## src/design/rcbs_pkg.sv

```systemverilog
// Shared types and fixed constants of the row center bin signature unit.
package rcbs_pkg;

  localparam int CFG_W     = 13;
  localparam int PIX_W     = 8;
  localparam int BIN_NUM_W = 5;
  localparam int ROW_NUM_W = 12;
  localparam int CFG_IDX_W = 1;

  localparam logic [CFG_IDX_W-1:0] REG_IMAGE_WIDTH  = 1'd0;
  localparam logic [CFG_IDX_W-1:0] REG_IMAGE_HEIGHT = 1'd1;

  typedef struct packed {
    logic take_byte;
    logic mean_start;
    logic setup_start;
    logic setup_load;
    logic out_load;
  } rcbs_cmd_t;

  typedef struct packed {
    logic cfg_write;
    logic bin_done;
    logic div_done;
    logic out_free;
  } rcbs_status_t;

endpackage

```

## src/design/row_center_bin_signature_unit.sv

```systemverilog
// Row center bin signature unit: per-row center slice, binned into byte means.
// Input channel (in_valid_i / in_stall_o / pixel_byte_i) takes one channel
// byte per request in raster order. Bytes that do not finish a bin are taken
// at one per cycle while the input is not stalled. A byte that finishes a bin
// starts a restoring divide of the bin sum by the bin size; the divider
// retires one quotient bit per cycle over the dividend width (16 at the
// default parameters), and the input stalls from the edge that takes that
// byte until the quotient is loaded into the output register.
// Output channel (out_valid_o / out_stall_i) is a registered request; while
// the receiver stalls it holds, and bytes keep flowing until the next bin
// completes and its mean finds the register still full; the input then
// stalls until the register frees.
// Config channel (cfg_valid_i / cfg_ready_o) is always ready; a write to
// either register restarts the frame and recomputes the row geometry,
// stalling the input while the geometry setup runs after the write.
// Reset clears both registers, so bytes are dropped until a nonzero width
// and height with a wide enough slice are written.
module row_center_bin_signature_unit #(
  parameter int SIG_BINS  = 32,
  parameter int CHANNELS  = 3,
  parameter int MAX_WIDTH = 4096
) (
  input  logic                            clk_i,
  input  logic                            rst_ni,
  input  logic                            cfg_valid_i,
  output logic                            cfg_ready_o,
  input  logic [rcbs_pkg::CFG_IDX_W-1:0]  cfg_index_i,
  input  logic [rcbs_pkg::CFG_W-1:0]      cfg_wdata_i,
  input  logic                            in_valid_i,
  output logic                            in_stall_o,
  input  logic [rcbs_pkg::PIX_W-1:0]      pixel_byte_i,
  output logic                            out_valid_o,
  input  logic                            out_stall_i,
  output logic [rcbs_pkg::PIX_W-1:0]      bin_mean_o,
  output logic [rcbs_pkg::BIN_NUM_W-1:0]  bin_number_o,
  output logic [rcbs_pkg::ROW_NUM_W-1:0]  row_number_o,
  output logic                            last_of_row_o,
  output logic                            last_of_frame_o
);
  import rcbs_pkg::*;

  rcbs_cmd_t    cmd;
  rcbs_status_t status;

  assign cfg_ready_o = 1'b1;

  rcbs_ctrl u_ctrl (
    .clk_i      (clk_i),
    .rst_ni     (rst_ni),
    .in_valid_i (in_valid_i),
    .status_i   (status),
    .cmd_o      (cmd),
    .in_stall_o (in_stall_o)
  );

  rcbs_datapath #(
    .SIG_BINS  (SIG_BINS),
    .CHANNELS  (CHANNELS),
    .MAX_WIDTH (MAX_WIDTH)
  ) u_datapath (
    .clk_i           (clk_i),
    .rst_ni          (rst_ni),
    .cfg_valid_i     (cfg_valid_i),
    .cfg_index_i     (cfg_index_i),
    .cfg_wdata_i     (cfg_wdata_i),
    .pixel_byte_i    (pixel_byte_i),
    .out_stall_i     (out_stall_i),
    .cmd_i           (cmd),
    .status_o        (status),
    .out_valid_o     (out_valid_o),
    .bin_mean_o      (bin_mean_o),
    .bin_number_o    (bin_number_o),
    .row_number_o    (row_number_o),
    .last_of_row_o   (last_of_row_o),
    .last_of_frame_o (last_of_frame_o)
  );

  assert property (@(posedge clk_i) disable iff (!rst_ni)
    cmd.mean_start |=> in_stall_o)
    else $error("input not stalled while a bin mean is divided");

  assert property (@(posedge clk_i) disable iff (!rst_ni)
    cmd.out_load |-> (status.div_done && status.out_free))
    else $error("output loaded before quotient ready or register free");

  assert property (@(posedge clk_i) disable iff (!rst_ni)
    cmd.mean_start |=> !status.div_done)
    else $error("divider did not restart");

  assert property (@(posedge clk_i) disable iff (!rst_ni)
    cmd.mean_start |-> (cmd.take_byte && !cmd.setup_start))
    else $error("mean divide started without a byte");

endmodule

```

## src/design/rcbs_divider.sv

```systemverilog
// Restoring divider, one quotient bit per cycle.
module rcbs_divider #(
  parameter int NW = 16,
  parameter int DW = 8
) (
  input  logic          clk_i,
  input  logic          rst_ni,
  input  logic          start_i,
  input  logic [NW-1:0] dividend_i,
  input  logic [DW-1:0] divisor_i,
  output logic          done_o,
  output logic [NW-1:0] quotient_o
);

  localparam int CNT_W = $clog2(NW + 1);

  logic [DW-1:0]    rem_q, rem_d;
  logic [NW-1:0]    quo_q, quo_d;
  logic [DW-1:0]    div_q, div_d;
  logic [CNT_W-1:0] cnt_q, cnt_d;
  logic             busy_q, busy_d;
  logic             done_q, done_d;
  logic [DW:0]      shifted;

  always_comb begin
    rem_d   = rem_q;
    quo_d   = quo_q;
    div_d   = div_q;
    cnt_d   = cnt_q;
    busy_d  = busy_q;
    done_d  = done_q;
    shifted = {rem_q, quo_q[NW-1]};
    if (start_i) begin
      rem_d  = '0;
      quo_d  = dividend_i;
      div_d  = divisor_i;
      cnt_d  = CNT_W'(NW);
      busy_d = 1'b1;
      done_d = 1'b0;
    end else if (busy_q) begin
      if (shifted >= {1'b0, div_q}) begin
        rem_d = DW'(shifted - {1'b0, div_q});
        quo_d = {quo_q[NW-2:0], 1'b1};
      end else begin
        rem_d = DW'(shifted);
        quo_d = {quo_q[NW-2:0], 1'b0};
      end
      cnt_d = cnt_q - 1'b1;
      if (cnt_q == CNT_W'(1)) begin
        busy_d = 1'b0;
        done_d = 1'b1;
      end
    end
  end

  always_ff @(posedge clk_i or negedge rst_ni) begin
    if (!rst_ni) begin
      cnt_q  <= '0;
      busy_q <= 1'b0;
      done_q <= 1'b0;
    end else begin
      cnt_q  <= cnt_d;
      busy_q <= busy_d;
      done_q <= done_d;
    end
  end

  always_ff @(posedge clk_i) begin
    rem_q <= rem_d;
    quo_q <= quo_d;
    div_q <= div_d;
  end

  assign done_o     = done_q;
  assign quotient_o = quo_q;

endmodule

```

## src/design/rcbs_datapath.sv

```systemverilog
// Datapath: registers, row and bin counters, accumulator, divider, output register.
module rcbs_datapath #(
  parameter int SIG_BINS  = 32,
  parameter int CHANNELS  = 3,
  parameter int MAX_WIDTH = 4096
) (
  input  logic                               clk_i,
  input  logic                               rst_ni,
  input  logic                               cfg_valid_i,
  input  logic [rcbs_pkg::CFG_IDX_W-1:0]     cfg_index_i,
  input  logic [rcbs_pkg::CFG_W-1:0]         cfg_wdata_i,
  input  logic [rcbs_pkg::PIX_W-1:0]         pixel_byte_i,
  input  logic                               out_stall_i,
  input  rcbs_pkg::rcbs_cmd_t                cmd_i,
  output rcbs_pkg::rcbs_status_t             status_o,
  output logic                               out_valid_o,
  output logic [rcbs_pkg::PIX_W-1:0]         bin_mean_o,
  output logic [rcbs_pkg::BIN_NUM_W-1:0]     bin_number_o,
  output logic [rcbs_pkg::ROW_NUM_W-1:0]     row_number_o,
  output logic                               last_of_row_o,
  output logic                               last_of_frame_o
);
  import rcbs_pkg::*;

  localparam int WMAX          = (MAX_WIDTH < 8191) ? MAX_WIDTH : 8191;
  localparam int SLICE_MAX     = WMAX / 2 + 2;
  localparam int BIN_PIX_MAX   = SLICE_MAX / SIG_BINS;
  localparam int BB_MAX        = BIN_PIX_MAX * CHANNELS;
  localparam int ACC_MAX       = 255 * BB_MAX;
  localparam int ROW_BYTES_MAX = WMAX * CHANNELS;
  localparam int BPX_W         = $clog2(BIN_PIX_MAX + 1);
  localparam int BB_W          = $clog2(BB_MAX + 1);
  localparam int ACC_W         = $clog2(ACC_MAX + 1);
  localparam int POS_W         = $clog2(ROW_BYTES_MAX + 1);
  localparam int BIN_W         = $clog2(SIG_BINS + 1);
  // Reciprocal gives the exact floor of slice / SIG_BINS for any CFG_W-bit slice.
  localparam int RCP_SHIFT     = CFG_W + $clog2(SIG_BINS);
  localparam int RCP_MULT      = ((1 << RCP_SHIFT) + SIG_BINS - 1) / SIG_BINS;
  localparam int RCP_W         = RCP_SHIFT + CFG_W;
  localparam int DIV_NW        = ACC_W;
  localparam int DIV_DW        = BB_W;

  logic [CFG_W-1:0]  width_q, height_q;
  logic [CFG_W-1:0]  w_clamp, slice;
  logic [RCP_W-1:0]  recip_prod;
  logic              active_q;
  logic [BPX_W-1:0]  bin_pix_q;
  logic [BB_W-1:0]   bin_size_q;
  logic [POS_W-1:0]  first_byte_q, end_byte_q, row_bytes_q;

  logic [POS_W-1:0]  pos_q, pos_d;
  logic [CFG_W-1:0]  row_q, row_d;
  logic [BIN_W-1:0]  bin_q, bin_d;
  logic [BB_W-1:0]   cnt_q, cnt_d;
  logic [ACC_W-1:0]  acc_q, acc_d;
  logic [ACC_W-1:0]  acc_sum;
  logic              in_slice, bin_done, row_wrap;

  logic [BIN_W-1:0]  pend_bin_q;
  logic [CFG_W-1:0]  pend_row_q;
  logic              pend_last_row_q, pend_last_frame_q;
  logic              last_row;

  logic              div_start, div_done;
  logic [DIV_NW-1:0] div_dividend, div_quo;
  logic [DIV_DW-1:0] div_divisor;

  logic              out_valid_q;

  // Widths above the supported maximum behave as the maximum.
  assign w_clamp    = (width_q > CFG_W'(WMAX)) ? CFG_W'(WMAX) : width_q;
  assign slice      = w_clamp - {w_clamp[CFG_W-1:2], 1'b0};
  assign recip_prod = RCP_W'(slice) * RCP_W'(RCP_MULT);

  always_ff @(posedge clk_i or negedge rst_ni) begin
    if (!rst_ni) begin
      width_q  <= '0;
      height_q <= '0;
    end else if (cfg_valid_i) begin
      unique case (cfg_index_i)
        REG_IMAGE_WIDTH:  width_q  <= cfg_wdata_i;
        REG_IMAGE_HEIGHT: height_q <= cfg_wdata_i;
      endcase
    end
  end

  // Geometry derived once per configuration change.
  always_ff @(posedge clk_i or negedge rst_ni) begin
    if (!rst_ni) begin
      active_q     <= 1'b0;
      bin_pix_q    <= '0;
      bin_size_q   <= '0;
      first_byte_q <= '0;
      end_byte_q   <= '0;
      row_bytes_q  <= '0;
    end else if (cfg_valid_i) begin
      active_q <= 1'b0;
    end else if (cmd_i.setup_start) begin
      bin_pix_q <= BPX_W'(recip_prod >> RCP_SHIFT);
    end else if (cmd_i.setup_load) begin
      active_q     <= (w_clamp != '0) && (height_q != '0) &&
                      (slice >= CFG_W'(SIG_BINS));
      bin_size_q   <= BB_W'(bin_pix_q * CHANNELS);
      first_byte_q <= POS_W'(w_clamp[CFG_W-1:2] * CHANNELS);
      end_byte_q   <= POS_W'(w_clamp[CFG_W-1:2] * CHANNELS +
                             bin_pix_q * (SIG_BINS * CHANNELS));
      row_bytes_q  <= POS_W'(w_clamp * CHANNELS);
    end
  end

  assign acc_sum  = acc_q + ACC_W'(pixel_byte_i);
  assign in_slice = (pos_q >= first_byte_q) && (pos_q < end_byte_q);
  assign bin_done = active_q && in_slice &&
                    ({1'b0, cnt_q} + 1'b1 >= {1'b0, bin_size_q});
  assign row_wrap = ({1'b0, pos_q} + 1'b1) >= {1'b0, row_bytes_q};

  always_comb begin
    pos_d = pos_q;
    row_d = row_q;
    bin_d = bin_q;
    cnt_d = cnt_q;
    acc_d = acc_q;
    if (cfg_valid_i) begin
      pos_d = '0;
      row_d = '0;
      bin_d = '0;
      cnt_d = '0;
      acc_d = '0;
    end else if (cmd_i.take_byte && active_q) begin
      if (in_slice) begin
        if (bin_done) begin
          acc_d = '0;
          cnt_d = '0;
          bin_d = bin_q + 1'b1;
        end else begin
          acc_d = acc_sum;
          cnt_d = cnt_q + 1'b1;
        end
      end
      if (row_wrap) begin
        pos_d = '0;
        bin_d = '0;
        cnt_d = '0;
        acc_d = '0;
        row_d = ((row_q + 1'b1) >= height_q) ? '0 : row_q + 1'b1;
      end else begin
        pos_d = pos_q + 1'b1;
      end
    end
  end

  always_ff @(posedge clk_i or negedge rst_ni) begin
    if (!rst_ni) begin
      pos_q <= '0;
      row_q <= '0;
      bin_q <= '0;
      cnt_q <= '0;
      acc_q <= '0;
    end else begin
      pos_q <= pos_d;
      row_q <= row_d;
      bin_q <= bin_d;
      cnt_q <= cnt_d;
      acc_q <= acc_d;
    end
  end

  assign last_row = (bin_q == BIN_W'(SIG_BINS - 1));

  // Hold the bin's tags while its mean is divided out.
  always_ff @(posedge clk_i) begin
    if (cmd_i.mean_start) begin
      pend_bin_q        <= bin_q;
      pend_row_q        <= row_q;
      pend_last_row_q   <= last_row;
      pend_last_frame_q <= last_row && (row_q == height_q - 1'b1);
    end
  end

  assign div_start    = cmd_i.mean_start;
  assign div_dividend = DIV_NW'(acc_sum);
  assign div_divisor  = DIV_DW'(bin_size_q);

  rcbs_divider #(
    .NW(DIV_NW),
    .DW(DIV_DW)
  ) u_divider (
    .clk_i      (clk_i),
    .rst_ni     (rst_ni),
    .start_i    (div_start),
    .dividend_i (div_dividend),
    .divisor_i  (div_divisor),
    .done_o     (div_done),
    .quotient_o (div_quo)
  );

  always_ff @(posedge clk_i or negedge rst_ni) begin
    if (!rst_ni) begin
      out_valid_q <= 1'b0;
    end else if (cmd_i.out_load) begin
      out_valid_q <= 1'b1;
    end else if (!out_stall_i) begin
      out_valid_q <= 1'b0;
    end
  end

  always_ff @(posedge clk_i) begin
    if (cmd_i.out_load) begin
      bin_mean_o      <= PIX_W'(div_quo);
      bin_number_o    <= BIN_NUM_W'(pend_bin_q);
      row_number_o    <= ROW_NUM_W'(pend_row_q);
      last_of_row_o   <= pend_last_row_q;
      last_of_frame_o <= pend_last_frame_q;
    end
  end

  assign out_valid_o        = out_valid_q;
  assign status_o.cfg_write = cfg_valid_i;
  assign status_o.bin_done  = bin_done;
  assign status_o.div_done  = div_done;
  assign status_o.out_free  = !out_valid_q || !out_stall_i;

endmodule

```

## src/design/rcbs_ctrl.sv

```systemverilog
// Controller: sequences setup, byte intake and mean division.
module rcbs_ctrl (
  input  logic                   clk_i,
  input  logic                   rst_ni,
  input  logic                   in_valid_i,
  input  rcbs_pkg::rcbs_status_t status_i,
  output rcbs_pkg::rcbs_cmd_t    cmd_o,
  output logic                   in_stall_o
);
  import rcbs_pkg::*;

  localparam logic [1:0] ST_RUN   = 2'd0;
  localparam logic [1:0] ST_CFG   = 2'd1;
  localparam logic [1:0] ST_SETUP = 2'd2;
  localparam logic [1:0] ST_MEAN  = 2'd3;

  logic [1:0] state_q, state_d;

  always_comb begin
    cmd_o   = '0;
    state_d = state_q;
    if (status_i.cfg_write) begin
      state_d = ST_CFG;
    end else begin
      unique case (state_q)
        ST_RUN: begin
          if (in_valid_i) begin
            cmd_o.take_byte = 1'b1;
            if (status_i.bin_done) begin
              cmd_o.mean_start = 1'b1;
              state_d          = ST_MEAN;
            end
          end
        end
        ST_CFG: begin
          cmd_o.setup_start = 1'b1;
          state_d           = ST_SETUP;
        end
        ST_SETUP: begin
          cmd_o.setup_load = 1'b1;
          state_d          = ST_RUN;
        end
        ST_MEAN: begin
          // Wait for the quotient and a free output register.
          if (status_i.div_done && status_i.out_free) begin
            cmd_o.out_load = 1'b1;
            state_d        = ST_RUN;
          end
        end
      endcase
    end
  end

  always_ff @(posedge clk_i or negedge rst_ni) begin
    if (!rst_ni) begin
      state_q <= ST_RUN;
    end else begin
      state_q <= state_d;
    end
  end

  assign in_stall_o = (state_q != ST_RUN);

endmodule

```

## config.mk

```make
export PLATFORM = sky130hd
export DESIGN_NAME = row_center_bin_signature_unit
export DESIGN_NICKNAME = d
export VERILOG_FILES = /design/src/design/rcbs_pkg.sv /design/src/design/row_center_bin_signature_unit.sv /design/src/design/rcbs_divider.sv /design/src/design/rcbs_datapath.sv /design/src/design/rcbs_ctrl.sv
export SDC_FILE = /design/constraint.sdc
export NUM_CORES = 1
export LEC_CHECK = 0
export BUFFER_PORTS_ARGS = -buffer_cell sky130_fd_sc_hd__clkbuf_2
export CAP_MARGIN = 20
export CORE_ASPECT_RATIO = 1.25
export CORE_MARGIN = 5
export CORE_UTILIZATION = 51
export CTS_CLUSTER_SIZE = 8
export DETAILED_ROUTE_END_ITERATION = 8
export GPL_ROUTABILITY_DRIVEN = 0
export GPL_TIMING_DRIVEN = 0
export PLACE_DENSITY = 0.68
export SKIP_CTS_REPAIR_TIMING = 1
export SYNTH_ARGS = -nofsm -noshare
export SYNTH_HDL_FRONTEND = slang
export SYNTH_SLANG_ARGS = --single-unit
```

## constraint.sdc

```tcl
create_clock -name clk_i -period 10.55 [get_ports clk_i]
set_clock_uncertainty 0.2 [all_clocks]
set_input_delay 3.165 -clock clk_i [delete_from_list [all_inputs] [get_ports clk_i]]
set_output_delay 3.165 -clock clk_i [all_outputs]
set_load 0.01 [all_outputs]
```

### After elaboration in Yosys (flattened, before gate mapping)

Index checks and enable logic that the tools add are counted.

* equality and inequality tests: 11
* add/subtract/negate cells: 12
* bitwise logic cells: 3
* reductions and logical operators: 32
* magnitude comparators: 8
* multipliers: 4
* mux-type cells: 53

Operators by type and width (count)
* 16-bit two-way mux: 7
* 13-bit two-way mux: 5
* 8-bit two-way mux: 6
* 14-bit two-way mux: 3
* 6-bit two-way mux: 5
* 13-bit nonzero test: 2
* 9-bit by 8-bit greater-or-equal comparator with 1-bit output: 2
* 1-bit two-way mux: 17
* 16-bit by 8-bit adder with 16-bit output: 1
* 14-bit by 1-bit adder with 15-bit output (second input constant): 1
* 15-bit by 14-bit greater-or-equal comparator with 1-bit output: 1
* 5-bit two-way mux: 3
* 13-bit by 14-bit adder with 14-bit output: 1
* 14-bit by 1-bit adder with 14-bit output (second input constant): 1
* 14-bit by 13-bit greater-or-equal comparator with 1-bit output: 1
* 14-bit less-than comparator: 1
* 13-bit by 2-bit multiplier with 14-bit output (second input constant): 1
* 2-bit AND reduction: 7
* 13-bit by 1-bit adder with 13-bit output (second input constant): 1
* 13-bit equality test: 1
* 13-bit greater-or-equal comparator: 1
* 13-bit by 6-bit greater-or-equal comparator with 1-bit output (second input constant): 1
* 13-bit greater-than comparator (second input constant): 1
* 11-bit by 2-bit multiplier with 13-bit output (second input constant): 1
* 27 further kinds: 52

* logic and storage cells: 153
* register bits: 228
* input port bits: 27

### Longest topological paths before layout

Gate-level depths: netlist of run 1.

* depth in word-level cells: 11
* gate-level depth with buffers: 20
* mapped depth without buffers: 18

### Modules after synthesis

Synthesis of run 1 repeated with hierarchy kept, for this count alone.

* cell total of the unflattened synthesis: 1400
* area total of the unflattened synthesis: 13975.9 um2

By module, submodules not included
* rcbs_datapath: instances 1, cells an instance 1215, area an instance 11817.6 um2, seq. area each 4784.6 um2
* rcbs_divider: instances 1, cells an instance 167, area an instance 1998.2 um2, seq. area each 1056.0 um2
* rcbs_ctrl: instances 1, cells an instance 16, area an instance 148.9 um2, seq. area each 50.0 um2
* row_center_bin_signature_unit: instances 1, cells an instance 2, area an instance 11.3 um2, seq. area each 0.0 um2

### Least setup slack after synthesis of run 1

No wires, ideal clock.

* kind: input to register
* from: input port pixel_byte_i[0] (netlist bit)
* to: register u_datapath.u_divider.quo_q[12] (netlist: u_datapath.u_divider.quotient_o[12]), data pin
* buffers on the path: 1
* arrival time: 5.112 ns
* stages: 10
* slack: 4.978 ns
* library setup time: 0.260 ns
* cells stage by stage: ha_1 > fa_1 > a211oi_1 > nor2_1 > o21ai_0 > a211o_1 > clkbuf_1 > nor3_1 > xnor2_1 > mux2_2

* cells in the longest elaborated chain, start to end: 2

Ends and longest elaborated chain
* start: declaration: RTL line row_center_bin_signature_unit.sv:31 `input logic [rcbs_pkg::PIX_W-1:0] pixel_byte_i,`
* 16-bit by 8-bit adder with 16-bit output: RTL line rcbs_datapath.sv:111 `assign acc_sum = acc_q + ACC_W'(pixel_byte_i);`
* 16-bit two-way mux: RTL line rcbs_divider.sv:33 `if (start_i) begin`
* via u_datapath.u_divider.quo_d[12]: RTL line rcbs_divider.sv:18 `logic [NW-1:0] quo_q, quo_d;`
* end signal: assignment: RTL line rcbs_divider.sv:70 `quo_q <= quo_d;`
* end: declaration: RTL line rcbs_divider.sv:18

The timed path passes the listed nets, and every way through them passes these cells.
A chain may end at the register's enable or synchronous reset.

### Worst setup path after layout of run 1

Same ends and word-level chain as after synthesis.

==> results of run 1 <==
==> cells in the final DEF (no fill, tap or decap), drive strengths merged, types with 8 or more instances in the layout <==
| master | synthesis | layout |
|---|---|---|
| clkbuf | 29 | 137 |
| nor4 | 11 | 11 |
| nand2 | 131 | 131 |
| ha | 123 | 123 |
| nand3 | 39 | 39 |
| o21bai | 10 | 10 |
| dfxtp | 8 | 8 |
| and3 | 16 | 16 |
| nor3 | 30 | 30 |
| a22o | 21 | 21 |
| inv | 118 | 119 |
| nor2b | 21 | 21 |
| o221ai | 8 | 8 |
| xor2 | 29 | 29 |
| mux2 | 43 | 43 |
| a211oi | 18 | 18 |
| buf | 18 | 22 |
| a31oi | 18 | 18 |
| nand2b | 10 | 10 |
| edfxtp | 70 | 70 |
| a21o | 22 | 22 |
| dfrtp | 145 | 145 |
| a21oi | 47 | 47 |
| o21ai | 105 | 105 |
| o211ai | 12 | 12 |
| xnor2 | 65 | 65 |
| nand4 | 11 | 11 |
| nor2 | 61 | 61 |
| mux2i | 9 | 9 |
| and4 | 8 | 8 |
==> kinds of logic after synthesis <==
family          Yosys count  synth area share [%]
mux                      52                 4.241
fa+ha+maj               130                 12.32
simple gates            374                 13.88
flops                   223                 43.22
other cells               1               0.02751
xor+xnor                 94                 6.041
compound gates          316                 15.46
buf+inv                 165                 4.810
==> final timing paths <==
kind	endpoint	depth (start not counted)
worst max register to register	u_datapath.end_byte_q[13]$_DFFE_PN0P_	18
worst max-delay path	u_datapath.u_divider.quotient_o[12]$_DFFE_PP_	11
worst min register to register	u_datapath.row_number_o[1]$_DFFE_PP_	0
min in group asynchronous	u_datapath.row_q[7]$_DFFE_PN0P_	1
max in group asynchronous	u_datapath.end_byte_q[11]$_DFFE_PN0P_	2
worst min-delay path	u_datapath.row_number_o[1]$_DFFE_PP_	0
==> where the power goes <==
part	leakage [uW]	switching (uW)	internal, uW	total [uW]
clock	0.000418	361	545	905
combinational	0.00392	536	392	927
sequential	0.00257	86.0	1000	1090
total	0.00691	982	1940	2920
==> flip-flops by register name, summed over array words and instances (netlist names), 6 cells and up <==
signal and cells:
u_datapath.acc_q 16, u_datapath.u_divider.quotient_o 16, u_datapath.end_byte_q 14, u_datapath.pos_q 14, u_datapath.row_bytes_q 14, u_datapath.height_q 13, u_datapath.row_q 13, u_datapath.width_q 13
u_datapath.pend_row_q 12, u_datapath.row_number_o 12, u_datapath.bin_mean_o 8, u_datapath.bin_size_q 8, u_datapath.cnt_q 8, u_datapath.first_byte_q 8, u_datapath.u_divider.div_q 8, u_datapath.u_divider.rem_q 8
u_datapath.bin_pix_q 7, u_datapath.bin_q 6
==> area by class of cell <==
class,instances,area [sq um]
Clock inverter,1,20.02
Fill cell,2312,11290
Timing Repair Buffer,59,339.1
Sequential cell,223,5891
Clock buffer,53,858.3
Inverter,118,442.9
Buffer,47,212.7
Tap cell,345,431.7
Multi-Input combinational cell,967,7086
==> layer usage <==
layer  vias to the layer above  GRT usage [%]
li1                       5057              -
met1                      4997          27.06
met2                       212          38.96
met3                        47          1.929
met4                         0          6.110
met5                         -              0
==> stage by stage <==
stage,hold WS [ps],instance area (sq um),total power (uW),setup WS (ps)
after floorplan,200.3,13630,1793,4978
after global placement,201.9,14340,1985,3475
after detailed placement,204.5,14400,2028,4478
after CTS,215.6,15280,2944,5056
after global routing,225.6,15280,3118,4896
final,211.0,15280,2921,5035
==> results by group, run 1 <==
Yosys
  – Most used DFF post-synth: sky130_fd_sc_hd__dfrtp_1
  – Synthesized area divided by synthesized cell count: 10.06 sq um
  – Fraction of post-synthesis cell area in the top cell type by area: around a quarter
  – Unique masters post-synth: 84
  – Dominant cells by area after synthesis: sky130_fd_sc_hd__dfrtp_1 27%, sky130_fd_sc_hd__edfxtp_1 15%, sky130_fd_sc_hd__ha_1 11%
  – Synth area leader: sky130_fd_sc_hd__dfrtp_1
  – Nets in the synthesized netlist: ~1,500
  – Post-synthesis instance area: ~0.014 sq mm
  – Sequential share of the synthesized area: between 40% and 50%
  – Commonest cells in the synthesized netlist: 145 x sky130_fd_sc_hd__dfrtp_1, 130 x sky130_fd_sc_hd__nand2_1, 123 x sky130_fd_sc_hd__ha_1
  – Number of cells produced by synthesis: around 1,400
  – Share of flip-flops with an asynchronous set or reset: about two thirds
  – Flip-flop and latch count after synthesis: 223
  – Most common cell in the netlist: sky130_fd_sc_hd__dfrtp_1
  – Number of synthesis warnings: 0
  – Number of flops mapped to enable cells by yosys: 70

Detailed routing
  – Vias: a little over 10,000
  – Vias per cell: between 5 and 6
  – Number of nets with antenna violations after routing: 0
  – Met2 wire length: between 15,000 and 20,000 um
  – Overall routed net length: between 30,000 and 40,000 um
  – Number of DRC violations after detailed routing: 0
  – Number of violations reported at the end of detailed-routing iteration 0: around 580
  – Uppermost routed layer: met4
  – Wirelength per Cell: between 15 and 20 um
  – Detailed-router iteration count before antenna repair: 5
  – Met1 Wirelength: 13,790 um
  – Met3 layer wire length in the routed design: around 1100 um

Clocking
  – Max Buffers Root-to-Sink: 3
  – Clk sinks: 223
  – CTS clk-pin slew, worst paths: 50 ps
  – Number of CTS-inserted buffers: 31
  – Cell at the root of the clock tree: sky130_fd_sc_hd__clkbuf_16
  – CTS HTree Levels: 1
  – Clock tree from TritonCTS: yes
  – Clock network latency to the later pin of the worst-skew pair: 550 ps

Worst setup path
  – R2r startpoint: u_datapath.width_q[12]$_DFFE_PN0P_
  – Crit-path max cell delay: around 440 ps
  – Required time reported for the critical path endpoint: about 11,000 ps
  – Worst endpoint data arrival time: 5610 ps
  – CP cell instances: clkbuf_2 -> ha_1 -> fa_1 -> a211oi_1 -> nor2_1 -> o21ai_0 -> a211o_1 -> clkbuf_1 -> nor3_1 -> xnor2_1 -> mux2_2
  – Crit path capture type: flip-flop
  – Worst-path cell with the longest stage delay: sky130_fd_sc_hd__fa_1
  – Combined buffer and inverter count along the critical path: 2
  – Start point of the critical path: pixel_byte_i[0]
  – CP Class: input pin to flip-flop
  – Internal reg-to-reg setup slack: about 5500 ps
  – Worst-path maximum fanout: 8
  – Delay-heaviest family, CP: compound AO/OA/AOI/OAI gates
  – Kind of launch point of the worst setup path: input pin

Global routing
  – Antenna violations before repair: 0
  – Wire length of the first global-routing pass: roughly 53,000 um
  – Via count of the first global-routing pass: between 10,000 and 15,000
  – Aggregate global routing overflow: 0
  – Largest net degree at the start of global routing: 88
  – GR Util All Layers: about a fifth

Floorplan
  – IO Count: 57
  – Total die area: 0.03011 sq mm
  – Die extent in x: approximately 160 um
  – Row Count: 67
  – Core area: ~0.027 sq mm
  – Initial standard-cell utilization of the core: 51.29%
  – Height of the die: 192.8 um

Finish
  – Util after Layout: between 50% and 60%
  – Non-filler instance count after layout: roughly 1,800
  – Nets@finish: approximately 1,600
  – Number of inserted diodes: 0
  – Area overhead of the layout relative to synthesis: 12.12%
  – Fraction of final layout cells with drive strength greater than 1: 11.78%

Placement
  – Number of buffer cells added on primary ports: 55
  – Detailed placement HPWL: ~24,000 um
  – Number of instances in the placed design: between 1,500 and 2,000

STA
  – Max-slew violation count: 0
  – Final critical path time including I/O delays and setup: 5515 ps
  – Final hold violations: 0
  – Max-slew headroom: between 30 and 40%
  – Final clock period utilization by the worst path: a little over half
  – RSZ-0062 raised after global routing: false
  – Slew @ Worst Pin: approximately 960 ps
  – Timing-limited maximum frequency: about 0.18 GHz
  – Total Neg Setup Slack: 0 ps
  – Number of failing setup endpoints in the final timing report: 0

Power and ir drop
  – Power per unit of standard cell area: between 150 and 200 mW/mm^2
  – Peak supply drop: approximately 0.12 mV
  – Leakage power: 0.006907 uW

Status
  – Result of the run: finished clean

Flow run
  – Count of maximum capacitance violations: 0

Min path
  – Hold path startpoint: u_datapath.pend_row_q[1]$_DFFE_PN_
  – Classification of the worst-slack hold path: flip-flop to flip-flop
No activity file was read; power rests on OpenSTA's default activity.
==> run 2, diff against run 1 <==
--- a/config.mk
+++ b/config.mk
@@ -5,6 +5,7 @@
 export SDC_FILE = /design/constraint.sdc
 export NUM_CORES = 1
 export LEC_CHECK = 0
+export ABC_AREA = 1
 export BUFFER_PORTS_ARGS = -buffer_cell sky130_fd_sc_hd__clkbuf_2
 export CAP_MARGIN = 20
 export CORE_ASPECT_RATIO = 1.25
==> constraint.sdc (replaced) <==
create_clock -name clk_i -period 5.6 [get_ports clk_i]
set_clock_uncertainty 0.2 [all_clocks]
set_input_delay 1.68 -clock clk_i [delete_from_list [all_inputs] [get_ports clk_i]]
set_output_delay 1.68 -clock clk_i [all_outputs]
set_load 0.01 [all_outputs]
==> run 2 against run 1 <==
  * Via count is 8.3% higher
  * Sequential share of layout area is 0.44 points lower
  * Largest power group is now combinational logic
  * Non-clock buffer count is 6 lower
==> results by group, run 2 <==
Floorplan
  – Row Count: 67 (unchanged)
  – Die extent in x: 157.2 um (+0.63%)
  – Initial standard-cell utilization of the core: 51.66% (+0.37 points)
  – Total die area: 0.03050 sq mm (+1.3%)
  – Core area: 0.02674 sq mm (+0.63%)
  – IO Count: 57 (unchanged)
  – Height of the die: 194.0 um (+0.64%)

STA
  – Final critical path time including I/O delays and setup: between 4000 and 5000 ps
  – Final clock period utilization by the worst path: 86.62%
  – Max-slew violation count: 0 (unchanged)
  – Max-slew headroom: 43.98% (+8.1 points)
  – RSZ-0062 raised after global routing: false
  – Number of failing setup endpoints in the final timing report: 0 (unchanged)
  – Worst Setup Slack, final: 749.5 ps (-4285 ps)
  – Slew @ Worst Pin: 836.4 ps (-120.2 ps)
  – Timing-limited maximum frequency: 0.2062 GHz
  – Final hold violations: 0 (unchanged)

Detailed routing
  – Number of nets with antenna violations after routing: 0 (unchanged)
  – Number of DRC violations after detailed routing: 0 (unchanged)
  – Vias per cell: 5.245 (-7.8%)
  – Number of violations reported at the end of detailed-routing iteration 0: 592 (+1.4%)
  – Overall routed net length: 32,350 um (+1.7%)
  – Wirelength per Cell: 15.19 um (-13%)
  – Detailed-router iteration count before antenna repair: 5 (unchanged)
  – Vias: 11,172 (+8.3%)

Global routing
  – Busiest grt layer: met2
  – GR Util All Layers: 21.24% (-0.14 points)
  – Met1 Use GR: 26.86% (-0.20 points)
  – Antenna violations before repair: 1 (+1)
  – Largest net degree at the start of global routing: 108 (+23%)
  – Via count of the first global-routing pass: 11,199 (+7.1%)
  – Met2 track utilization from global routing: 36.82% (-2.1 points)
  – Aggregate global routing overflow: 0 (unchanged)
  – Met3 Usage GRT: 2.880% (+0.95 points)
  – Wire length of the first global-routing pass: 53,860 um (+2.0%)

Yosys
  – Flip-flop and latch count after synthesis: 223 (unchanged)
  – Number of synthesis warnings: 0 (unchanged)
  – Post-Synth Adder-Cell Area: 12.15% (-0.17 points)
  – Most common cell in the netlist: sky130_fd_sc_hd__nand2_1
  – Share of flip-flops with an asynchronous set or reset: 65.02% (unchanged)
  – Dominant cells by area after synthesis: sky130_fd_sc_hd__dfrtp_1 26%, sky130_fd_sc_hd__edfxtp_1 15%, sky130_fd_sc_hd__ha_1 11%
  – Synthesized area divided by synthesized cell count: 8.257 sq um (-18%)
  – Fraction of post-synthesis cell area in the top cell type by area: 26.27% (-0.36 points)
  – Nets in the synthesized netlist: 1,830 (+21%)
  – Largest family of logic cells by synthesized area: simple AND/OR/NAND/NOR gates
  – Number of flops mapped to enable cells by yosys: 70 (unchanged)
  – Unique masters post-synth: 50 (-40%)
  – Share of synthesized cell area in and, or, nand and nor gates: 22.58% (+8.7 points)
  – Number of cells produced by synthesis: 1,673 (+23%)
  – Share of the synthesized area in compound gates (AO/OA/AOI/OAI): 9.066% (-6.4 points)
  – Post-synthesis instance area: 0.01381 sq mm (+1.4%)
  – Synth area leader: sky130_fd_sc_hd__dfrtp_1
  – Area share of xor/xnor cells in the synthesized design: 5.009% (-1.0 points)
  – Most used DFF post-synth: sky130_fd_sc_hd__dfrtp_1
  – Sequential share of the synthesized area: 42.64% (-0.58 points)
  – Commonest cells in the synthesized netlist: 405 x sky130_fd_sc_hd__nand2_1, 248 x sky130_fd_sc_hd__inv_1, 145 x sky130_fd_sc_hd__dfrtp_1
  – Proportion of synthesized area in mux cells: 0% (-4.2 points)

Placement
  – Number of buffer cells added on primary ports: 55 (unchanged)
  – Worst Setup Slack post-DPL: 778.7 ps (-3700 ps)
  – Detailed placement HPWL: 24,650 um (+1.8%)

Worst setup path
  – Crit path capture type: flip-flop
  – R2r worst-path depth: 27 (+9)
  – CP Class: flip-flop to flip-flop
  – Kind of launch point of the worst setup path: flip-flop
  – Worst-path maximum fanout: 10 (+2)
  – Worst endpoint data arrival time: 5070 ps (-540 ps)
  – Required time reported for the critical path endpoint: 5820 ps (-4820 ps)

Clocking
  – Max Buffers Root-to-Sink: 3 (unchanged)
  – CTS HTree Levels: 1 (unchanged)
  – Number of CTS-inserted buffers: 31 (unchanged)
  – Cell at the root of the clock tree: sky130_fd_sc_hd__clkbuf_16
  – Clock tree from TritonCTS: yes
  – Clk sinks: 223 (unchanged)
  – Clock network latency to the later pin of the worst-skew pair: 560 ps (about the same)
  – CTS clk-pin slew, worst paths: 50 ps (about the same)

Finish
  – Util after Layout: 57.80% (+0.30 points)
  – Filler Cell Count: 2,416 (+4.5%)
  – Most frequent standard cell in the layout excluding fill and tap cells: sky130_fd_sc_hd__nand2_1
  – Fraction of final layout cells with drive strength greater than 1: 7.339% (-4.4 points)
  – Area occupied by registers: 0.005891 sq mm (unchanged)
  – Multi-input gate area in the final layout: 0.006749 sq mm (-4.8%)
  – Commonest cells after routing, fill and taps aside: 405 x sky130_fd_sc_hd__nand2_1, 248 x sky130_fd_sc_hd__inv_1, 145 x sky130_fd_sc_hd__dfrtp_1
  – Nets@finish: 1,920 (+20%)
  – Number of inserted diodes: 0 (unchanged)
  – Area overhead of the layout relative to synthesis: 11.89%

Status
  – Result of the run: finished clean

Power and ir drop
  – Leakage power: 0.007899 uW (+14%)
  – Power per unit of standard cell area: 423.3 mW/mm^2 (+120%)
  – Peak supply drop: 0.2960 mV (+140%)

Min path
  – Cell depth of the worst min-delay path: 0 (unchanged)
  – Classification of the worst-slack hold path: flip-flop to flip-flop

Flow run
  – Count of maximum capacitance violations: 0 (unchanged)
[run 2: cell count changes in the layout (fill, tap and decap cells not counted), sizes merged, moves of 34 or more]
| cell | before | now |
|---|---|---|
| nand2 | 131 | 408 |
| inv | 119 | 253 |
| nand3 | 39 | 114 |
| xnor2 | 65 | 16 |
| nor2 | 61 | 108 |
| mux2 | 43 | 0 |
| xor2 | 29 | 63 |
[run 2: logic make-up after synthesis]
logic type,Yosys count
and+or+nand+nor,717
buffers and inverters,295
AOI/OAI and AO/OA,228
DFF,223
adders and majority gates,130
xor gates and xnor gates,79
other,1
[run 2: cell type report]
type                       count  area share [%]
buffer                        43           1.497
multi-input combinational   1155           43.66
tap                          345           2.793
clock inverter                 1          0.1295
timing repair buffer          57           2.113
clock buffer                  54           5.577
inverter                     252           6.119
sequential                   223           38.11
[run 2: final timing paths]
path	from	endpoint	slack (ps)
setup / recovery	u_datapath.width_q[11]$_DFFE_PN0P_	u_datapath.end_byte_q[13]$_DFFE_PN0P_	750
hold / removal	u_datapath.pend_row_q[0]$_DFFE_PN_	u_datapath.row_number_o[0]$_DFFE_PP_	220
setup reg to reg	u_datapath.width_q[11]$_DFFE_PN0P_	u_datapath.end_byte_q[13]$_DFFE_PN0P_	750
hold reg to reg	u_datapath.pend_row_q[0]$_DFFE_PN_	u_datapath.row_number_o[0]$_DFFE_PP_	220
max in group asynchronous	rst_ni	u_datapath.height_q[6]$_DFFE_PN0P_	3500
min in group asynchronous	rst_ni	u_datapath.pos_q[11]$_DFFE_PN0P_	840
[run 2: layer usage]
metal / share of wire, % / routed length (um)
met2: 50 / 16050
met4: 3.4 / 1113
met1: 42 / 13730
met5: 0.040 / 13
met3: 4.5 / 1441
[run 2: where the power goes]
group	switching (uW)	internal, uW
Clock	697	1030
Sequential	229	2050
Combinational	1590	947
Total	2520	4030
[run 2: stage by stage]
step | TNS [ps] | power (uW) | instances | area, sq um | hold slack [ps]
4_1_cts | 0 | 6580 | 2130 | 15460 | 216.9
5_1_grt | 0 | 7093 | 2130 | 15460 | 226.7
3_5_place_dp | 0 | 4818 | 2075 | 14580 | 204.5
6_report | 0 | 6544 | 2130 | 15460 | 218.3
3_3_place_gp | -585.0 | 4725 | 2073 | 14520 | 202.3
2_1_floorplan | 0 | 4181 | 1673 | 13810 | 200.3
[run 2: worst max-delay path, cell delays in order (launching register included)]
cell                       delay, ps
sky130_fd_sc_hd__dfrtp_1         440
sky130_fd_sc_hd__nor2_1          110
sky130_fd_sc_hd__nand2_1          50
sky130_fd_sc_hd__nor2_1           90
sky130_fd_sc_hd__nand2_1          50
sky130_fd_sc_hd__nand2_1         190
sky130_fd_sc_hd__inv_1           130
sky130_fd_sc_hd__nor2_1          240
sky130_fd_sc_hd__inv_1           110
sky130_fd_sc_hd__ha_1            320
sky130_fd_sc_hd__clkbuf_1        230
sky130_fd_sc_hd__a21oi_1         350
sky130_fd_sc_hd__inv_1            70
sky130_fd_sc_hd__a21oi_1         220
sky130_fd_sc_hd__nand2_1         130
sky130_fd_sc_hd__xor2_1          180
sky130_fd_sc_hd__inv_1            70
sky130_fd_sc_hd__ha_1            320
sky130_fd_sc_hd__nand3_1         110
sky130_fd_sc_hd__nand3_1         100
sky130_fd_sc_hd__nand2_1          90
sky130_fd_sc_hd__nand2_1          60
sky130_fd_sc_hd__a21oi_1         190
sky130_fd_sc_hd__nor2_1           80
sky130_fd_sc_hd__o21ai_0         230
sky130_fd_sc_hd__nand4_1         110
sky130_fd_sc_hd__nand3_1         130
sky130_fd_sc_hd__o21ai_0         100
==> run 3, diff against run 2 <==
==> constraint.sdc (replaced) <==
create_clock -name clk_i -period 4.7 [get_ports clk_i]
set_clock_uncertainty 0.2 [all_clocks]
set_input_delay 1.41 -clock clk_i [delete_from_list [all_inputs] [get_ports clk_i]]
set_output_delay 1.41 -clock clk_i [all_outputs]
set_load 0.01 [all_outputs]
==> run 3 against run 2 <==
  * Total power grew 20%
  * Worst setup slack lost 420 ps
  * Routed wire length grew 0.87%
  * Design area grew 1.1%
  * Sequential cell count is the same
  * First-iteration DRC count grew 2.0%
  * Clock-buffer cell count is the same
  * Critical endpoint is now u_datapath.end_byte_q[12]$_DFFE_PN0P_
  * Worst hold slack lost 0.72 ps
  * Combinational power grew 22%
  * Register-to-register slack lost 420 ps
  * Clock power grew 19%
  * Sequential share of layout area shrank 0.43 points
==> results by group, run 3 (synthesized netlist as in run 2, its figures left out) <==
Worst setup path
  – Required time reported for the critical path endpoint: 4940 ps (-880 ps)
  – Worst-path cell with the longest stage delay: sky130_fd_sc_hd__dfrtp_1
  – Kind of launch point of the worst setup path: flip-flop
  – Delay-heaviest family, CP: simple AND/OR/NAND/NOR gates
  – Start point of the critical path: u_datapath.width_q[6]$_DFFE_PN0P_
  – Cell repeated most along the worst path: sky130_fd_sc_hd__nand2_1
  – Worst-path maximum fanout: 8 (-2)
  – Crit path capture type: flip-flop
  – Crit-path max cell delay: 400 ps (-40 ps)
  – Combined buffer and inverter count along the critical path: 6 (+1)
  – R2r startpoint: u_datapath.width_q[6]$_DFFE_PN0P_
  – Worst endpoint data arrival time: 4610 ps (-460 ps)
  – CP Class: flip-flop to flip-flop

Flow run
  – Count of maximum capacitance violations: 0 (unchanged)

STA
  – Final critical path time including I/O delays and setup: 4372 ps (-478.6 ps)
  – Slew @ Worst Pin: 832.4 ps (-3.947 ps)
  – Max-slew violation count: 0 (unchanged)
  – Timing-limited maximum frequency: 0.2287 GHz (+11%)
  – Final clock period utilization by the worst path: 93.02% (+6.4 points)
  – Number of failing setup endpoints in the final timing report: 0 (unchanged)
  – Max-slew headroom: 44.25% (+0.26 points)
  – Worst Setup Slack, final: 328.1 ps (-421.4 ps)
  – Final hold violations: 0 (unchanged)

Finish
  – Area overhead of the layout relative to synthesis: 13.18%
  – Filler Cell Count: 2,399 (-0.70%)
  – Area occupied by registers: 0.005892 sq mm (about the same)
  – Number of inserted diodes: 0 (unchanged)
  – Fraction of final layout cells with drive strength greater than 1: 9.091% (+1.8 points)
  – Most frequent standard cell in the layout excluding fill and tap cells: sky130_fd_sc_hd__nand2_1
  – Util after Layout: 58.47% (+0.66 points)
  – Multi-input gate area in the final layout: 0.006858 sq mm (+1.6%)
  – Nets@finish: 1,928 (+0.42%)
  – Commonest cells after routing, fill and taps aside: 402 x sky130_fd_sc_hd__nand2_1, 245 x sky130_fd_sc_hd__inv_1, 144 x sky130_fd_sc_hd__dfrtp_1

Detailed routing
  – Number of violations reported at the end of detailed-routing iteration 0: 604 (+2.0%)
  – Number of nets with antenna violations after routing: 0 (unchanged)
  – Number of DRC violations after detailed routing: 0 (unchanged)
  – Wirelength per Cell: 15.26 um (+0.49%)
  – Vias per cell: 5.290 (+0.86%)
  – Vias: 11,310 (+1.2%)
  – Overall routed net length: 32,630 um (+0.87%)
  – Detailed-router iteration count before antenna repair: 6 (+1)

Global routing
  – Antenna violations before repair: 1 (unchanged)
  – Largest net degree at the start of global routing: 108 (unchanged)
  – Wire length of the first global-routing pass: 53,860 um (unchanged)
  – Via count of the first global-routing pass: 11,199 (unchanged)
  – Aggregate global routing overflow: 0 (unchanged)
  – GR Util All Layers: 21.24% (unchanged)

Clocking
  – Max Buffers Root-to-Sink: 3 (unchanged)
  – Cell at the root of the clock tree: sky130_fd_sc_hd__clkbuf_16
  – Clock tree from TritonCTS: yes
  – Number of CTS-inserted buffers: 31 (unchanged)
  – Clk sinks: 223 (unchanged)
  – Clock network latency to the later pin of the worst-skew pair: 560 ps (about the same)
  – CTS clk-pin slew, worst paths: 50 ps (about the same)
  – CTS HTree Levels: 1 (unchanged)

Power and ir drop
  – Power after layout: 7884 uW (+20%)
  – Leakage power: 0.007948 uW (+0.61%)
  – Peak supply drop: 0.3556 mV (+20%)
  – Power per unit of standard cell area: 504.2 mW/mm^2 (+19%)

Min path
  – Classification of the worst-slack hold path: flip-flop to flip-flop
  – Hold path startpoint: u_datapath.pend_row_q[0]$_DFFE_PN_

Floorplan
  – Total die area: 0.03050 sq mm (unchanged)
  – IO Count: 57 (unchanged)
  – Row Count: 67 (unchanged)
  – Initial standard-cell utilization of the core: 51.66% (unchanged)
  – Height of the die: 194.0 um (unchanged)
  – Die extent in x: 157.2 um (unchanged)
  – Core area: 0.02674 sq mm (unchanged)

Placement
  – Detailed placement HPWL: 24,650 um (unchanged)
  – Number of buffer cells added on primary ports: 55 (unchanged)
  – Worst Setup Slack post-DPL: -121.3 ps (-900.0 ps)

Status
  – Result of the run: finished clean
[run 3: cell types whose count changed in the layout (fill, tap and decap cells not counted), moves of 4 or more]
cell / before / now
sky130_fd_sc_hd__buf_4: 3 / 11
sky130_fd_sc_hd__a21oi_1: 59 / 52
sky130_fd_sc_hd__a21oi_2: 0 / 5
sky130_fd_sc_hd__nor2_1: 106 / 102
[run 3: layout make-up]
cell class                      count  share of cell area (%)
Sequential cell                   223                   37.68
Tap cell                          345                   2.761
Clock inverter                      1                  0.1280
Multi-Input combinational cell   1155                   43.86
Buffer                             43                   1.504
Inverter                          252                   6.074
Clock buffer                       54                   5.514
Timing Repair Buffer               65                   2.473
[run 3: metrics by stage]
stage,area [sq um],TNS (ps),hold WS [ps],instances
floorplan,13810,0,200.3,1673
global placement,14520,-93680,202.3,2073
detailed placement,14580,-121.3,204.5,2075
CTS,15460,-110.5,216.9,2130
global route,15640,-46.57,226.7,2138
finish,15640,0,217.5,2138
[run 3: report_power, final]
part           switching, uW  internal, uW
logic                   1940          1170
registers                275          2440
clock network            831          1230
total                   3040          4840
[run 3: final timing paths]
| path | to | slack (ps) | cells after the start |
|---|---|---|---|
| setup / recovery | u_datapath.end_byte_q[12]$_DFFE_PN0P_ | 330 | 29 |
| hold / removal | u_datapath.row_number_o[0]$_DFFE_PP_ | 220 | 0 |
| setup reg to reg | u_datapath.end_byte_q[12]$_DFFE_PN0P_ | 330 | 29 |
| hold reg to reg | u_datapath.row_number_o[0]$_DFFE_PP_ | 220 | 0 |
| max in group asynchronous | u_datapath.width_q[11]$_DFFE_PN0P_ | 2830 | 2 |
| min in group asynchronous | u_datapath.pos_q[11]$_DFFE_PN0P_ | 570 | 1 |
[run 3: routing by layer]
layer | wire length [um] | track usage [%] | vias to the layer above
met5 | 13 | 0 | -
met4 | 1140 | 7.842 | 2
met3 | 1428 | 2.880 | 80
met2 | 16200 | 36.82 | 275
met1 | 13840 | 26.86 | 5279
li1 | - | - | 5674
